### src/cahm_pkg.sv
// ----------------------------------------------------------------------------
// cahm_pkg
// Field widths, command and status codes, and the transfer types of the
// code address hash map.
// ----------------------------------------------------------------------------
package cahm_pkg;

    localparam int KEY_W    = 32;
    localparam int HANDLE_W = 32;
    localparam int CMD_W    = 2;
    localparam int STATUS_W = 2;

    localparam logic [CMD_W-1:0] CMD_LOOKUP = 2'd0;
    localparam logic [CMD_W-1:0] CMD_INSERT = 2'd1;
    localparam logic [CMD_W-1:0] CMD_REMOVE = 2'd2;

    localparam logic [STATUS_W-1:0] STATUS_OK   = 2'd0;
    localparam logic [STATUS_W-1:0] STATUS_MISS = 2'd1;
    localparam logic [STATUS_W-1:0] STATUS_FULL = 2'd2;

    typedef struct packed {
        logic [CMD_W-1:0]    command;
        logic [KEY_W-1:0]    key;
        logic [HANDLE_W-1:0] payload;
    } req_t;

    typedef struct packed {
        logic [STATUS_W-1:0] status;
        logic [HANDLE_W-1:0] found_handle;
    } rsp_t;

endpackage

### src/cahm_row_op.sv
// ----------------------------------------------------------------------------
// cahm_row_op
// Applies one command to a bucket row: compares all ways at once, finds the
// newest match, and builds the row to write back and the response.
// ----------------------------------------------------------------------------
module cahm_row_op #(
    parameter int WAYS = 4,
    parameter int KW   = 32,
    parameter int FW   = 3
) (
    input  cahm_pkg::req_t                               req,
    input  logic [FW-1:0]                                fill,
    input  logic [WAYS-1:0][KW-1:0]                      keys,
    input  logic [WAYS-1:0][cahm_pkg::HANDLE_W-1:0]      handles,
    output logic [FW-1:0]                                fill_next,
    output logic [WAYS-1:0][KW-1:0]                      keys_next,
    output logic [WAYS-1:0][cahm_pkg::HANDLE_W-1:0]      handles_next,
    output logic                                         row_write,
    output cahm_pkg::rsp_t                               rsp
);

    localparam int WIW = (WAYS > 1) ? $clog2(WAYS) : 1;

    logic [KW-1:0]  key_cut;
    logic           hit;
    logic [WIW-1:0] hit_way;

    assign key_cut = req.key[KW-1:0];

    // later ways are newer, so the last hit wins
    always_comb
    begin
        hit     = 1'b0;
        hit_way = '0;
        for (int w = 0; w < WAYS; w++)
        begin
            if (FW'(w) < fill && keys[w] == key_cut)
            begin
                hit     = 1'b1;
                hit_way = WIW'(w);
            end
        end
    end

    always_comb
    begin
        fill_next        = fill;
        keys_next        = keys;
        handles_next     = handles;
        row_write        = 1'b0;
        rsp.status       = cahm_pkg::STATUS_MISS;
        rsp.found_handle = '0;
        case (req.command)
            cahm_pkg::CMD_LOOKUP:
            begin
                if (hit)
                begin
                    rsp.status       = cahm_pkg::STATUS_OK;
                    rsp.found_handle = handles[hit_way];
                end
            end
            cahm_pkg::CMD_INSERT:
            begin
                if (fill >= FW'(WAYS))
                begin
                    rsp.status = cahm_pkg::STATUS_FULL;
                end
                else
                begin
                    for (int w = 0; w < WAYS; w++)
                    begin
                        if (FW'(w) == fill)
                        begin
                            keys_next[w]    = key_cut;
                            handles_next[w] = req.payload;
                        end
                    end
                    fill_next  = fill + FW'(1);
                    row_write  = 1'b1;
                    rsp.status = cahm_pkg::STATUS_OK;
                end
            end
            cahm_pkg::CMD_REMOVE:
            begin
                if (hit)
                begin
                    // newer entries move down one way
                    for (int w = 0; w < WAYS - 1; w++)
                    begin
                        if (WIW'(w) >= hit_way)
                        begin
                            keys_next[w]    = keys[w+1];
                            handles_next[w] = handles[w+1];
                        end
                    end
                    fill_next  = fill - FW'(1);
                    row_write  = 1'b1;
                    rsp.status = cahm_pkg::STATUS_OK;
                end
            end
            default:
            begin
            end
        endcase
    end

endmodule

### config.mk
export PLATFORM = sky130hd
export DESIGN_NAME = cahm_row_op
export DESIGN_NICKNAME = d
export VERILOG_FILES = /design/src/cahm_pkg.sv /design/src/cahm_row_op.sv
export SDC_FILE = /design/constraint.sdc
export NUM_CORES = 1
export LEC_CHECK = 0
export BUFFER_PORTS_ARGS = -buffer_cell sky130_fd_sc_hd__buf_4
export CAP_MARGIN = 20
export CORE_AREA = 2 2 239 241
export DETAILED_ROUTE_END_ITERATION = 7
export DIE_AREA = 0 0 241 243
export REMOVE_ABC_BUFFERS = 1
export SLEW_MARGIN = 40
export SYNTH_ARGS = -nofsm -noshare
export SYNTH_HDL_FRONTEND = slang
export SYNTH_SLANG_ARGS = --single-unit
export TNS_END_PERCENT = 5
### constraint.sdc
create_clock -name vclk -period 8.43
set_input_delay 1.686 -clock vclk [all_inputs]
set_output_delay 1.686 -clock vclk [all_outputs]
set_load 0.005 [all_outputs]
==> results.md <==
- Placer congestion estimate: 0.945
- Outcome: completed
- Final WL: 67,900 um
- Syn_area_per_cell: 7.18 sq um
- Netlist Area Pre-Place: 0.00858 sq mm
- Drt first pass iters: 6
- Die height: 243 um
- Via density: 5.24
- Worst hold path type: in -> out
- CP Data Arrival Time: 5.56 ns
- Period utilization: 85.9%
- Total of max-cap violations: 0
- Global route overflow: 0
- Slew Limit Fails: 0
- Fill cells: 6,327
- Largest net degree at the start of global routing: 64
- XOR/XNOR Fraction of Synth Area: 13.1%
- Reg area: 0 sq um
- Busiest grt layer: met2
- Fmax: 138 MHz
- Number of I/O pins: 619
- Hold Path Origin: handles[40]
- CP Launch Type: input pin
- Complex-gate fraction of the synthesized area: 38.5%
- Port Buf Inserts: 619
- Slowest cell on crit path: or4b_1
- Syn. warnings: 0
- Initial antenna violation count: 3
- Worst-path cell chain: buf_4, xnor2_1, nand4_1, nor4_1, nand4_1, or4b_1, nor2_4, buf_4, a221o_1, buf_4
- RSZ-0062 raised after global routing: false
- Peak supply drop: 0.0274 mV
- Critical path type: in -> out
- Area Growth Syn to Fin: 62.4%
- Pleak: 5.80 nW
- Post-synth cell types: 51
- Dpl hpwl: 54,400 um
- Wirelength per Cell: 27.5 um
- Number of antenna-violating nets in the routed design: 0
- Seq/Total Area, Yosys: 0%
- Crit path largest cell delay: 0.74 ns
- DRC Markers: 0
- Setup crit end kind: output port
- Starting density of the core: 15.3%
- Die width: 241 um
- Worst slew margin: 48.3%
- Starting DRT DRC Count: 925
- Post-synthesis adder-cell area fraction: 1.31%
- # rows: 87
- Post-CTS Hold Fix Bufs: 0
- Tot Pwr: 0.000817 W
- Synth Area in Simple Gates: 15.9%
- Number of global-route vias before repair: 13,000
- Largest family of logic cells by synthesized area: compound AO/OA/AOI/OAI gates
- Core ar.: 0.0560 sq mm
- CP Max Fanout: 29
- Final net count: 2,041
- Crit. Startpoint: req[43]
- Worst path required time: 6.74 ns
- Die ar.: 0.0586 sq mm
- Seq Cell Count: 0
- Pwr dens: 58.6 mW/mm^2
- GRT Total Usage: 21.5%
- Clk_buf instances: 0
- Final setup violating endpoints: 0
- First-pass GRT wire length: 93,600 um
- GR met3 Demand/Resource: 2.40%
- M2 GR Usage: 40.1%
- Minimum clock period: 7.25 ns
- Synthesized instance count: 1,195
- Share of cells above drive strength 1: 46.9%
- Total Neg Setup Slack: 0 ns
- Post-CTS setup buffer count: 0
- Vias post-DR: 12,900
- Worst Max-Slew Pin Slew: 0.776 ns
- Post-synthesis mux area share: 20.7%
- Post-CTS Resized: 0
- Final hold vios: 0
- Most frequent CP cell: buf_4
- Met1 Use GR: 25.0%
path summary, 6_finish.rpt:
check                              end  cells past startpoint
worst min-delay path  handles_next[40]                      3
worst max-delay path  handles_next[24]                     10
layout by cell type (no fill, tap or decap), types with 3 or more instances in the layout:
| cell | n |
|---|---|
| mux2_2 | 129 |
| nor2_1 | 4 |
| nand3b_1 | 3 |
| nor4_1 | 31 |
| o2bb2ai_1 | 64 |
| or4_1 | 7 |
| o21ai_0 | 52 |
| inv_1 | 70 |
| diode_2 | 3 |
| mux2i_1 | 32 |
| xor2_1 | 69 |
| nand4b_1 | 4 |
| a31oi_1 | 3 |
| a21boi_0 | 32 |
| nor3_1 | 29 |
| and2_1 | 33 |
| ha_1 | 7 |
| nand3_1 | 40 |
| buf_4 | 647 |
| xnor2_1 | 59 |
| a22oi_1 | 128 |
| nand4_1 | 26 |
| nor4b_1 | 4 |
| o22ai_1 | 33 |
| o21ai_1 | 14 |
| a21oi_1 | 29 |
| nand2_1 | 48 |
| a221o_1 | 65 |
| a211oi_1 | 9 |
kinds of logic (layout without fill, tap and decap cells):
group | Yosys count | in the layout
AOI/OAI and AO/OA | 439 | 439
xor gates and xnor gates | 128 | 128
adders and majority gates | 9 | 9
buffers and inverters | 212 | 722
muxes | 161 | 161
other | 0 | 3
and+or+nand+nor | 246 | 246
layer usage:
metal  vias up  part of all wire [%]
li1       5633                     -
met1      6283                    38
met2       864                    51
met3       135                   7.3
met4         0                   3.8
met5         -                     0
per-stage QoR:
step / hold slack, ns / utilization (%) / instance area, sq um / worst slack [ns] / instances
finish: 3.68 / 24.9 / 13900 / 1.18 / 2464
global route: 3.70 / 24.9 / 13900 / 1.06 / 2463
CTS: 3.68 / 24.9 / 13900 / 1.17 / 2461
detailed placement: 3.68 / 24.9 / 13900 / 1.18 / 2461
global placement: 3.68 / 24.7 / 13800 / 1.27 / 2458
floorplan: 3.46 / - / 7950 / 0.277 / 1055
cell usage after synthesis (all sizes together), types with 2 or more instances:
library cell,count,share of area [%]
mux2,129,17
a22oi,128,11
clkbuf,73,3.2
inv,72,3.1
xor2,69,7.0
buf,67,4.2
o21ai,67,3.9
a221o,65,7.6
o2bb2ai,64,6.5
xnor2,59,6.0
nand2,50,2.2
nand3,41,2.4
and2,33,2.4
o22ai,33,2.4
a21boi,32,2.8
mux2i,32,3.7
nor4,32,2.3
nor3,31,1.9
a21oi,29,1.7
nand4,26,1.9
a211oi,9,0.79
ha,9,1.3
or4,7,0.61
nor2,5,0.25
nand4b,4,0.41
nor4b,4,0.41
a31oi,3,0.22
and3,3,0.22
nand3b,3,0.26
nor2b,3,0.22
a2111oi,2,0.42
layout make-up:
type | instances | area [sq um] | share of cell area (%)
inverters | 72 | 272 | 1.95
diodes | 3 | 7.51 | 0.0539
multi-input cells | 983 | 7790 | 55.9
well taps | 756 | 946 | 6.79
repair buffers | 650 | 4920 | 35.3
worst max-delay path: cells and delay by family:
kind / cells / cell delay [ns]
AO/OA/AOI/OAI: 1 / 0.35
AND/OR/NAND/NOR: 5 / 2.23
XOR/XNOR: 1 / 0.49
buffers and inverters: 3 / 0.77
where the power goes:
group | internal (W) | switching (W)
Combinational | 0.000381 | 0.000436
Sequential | 0 | 0
Clock | 0.0000000000258 | 0
(Power assumes the default switching activity.)
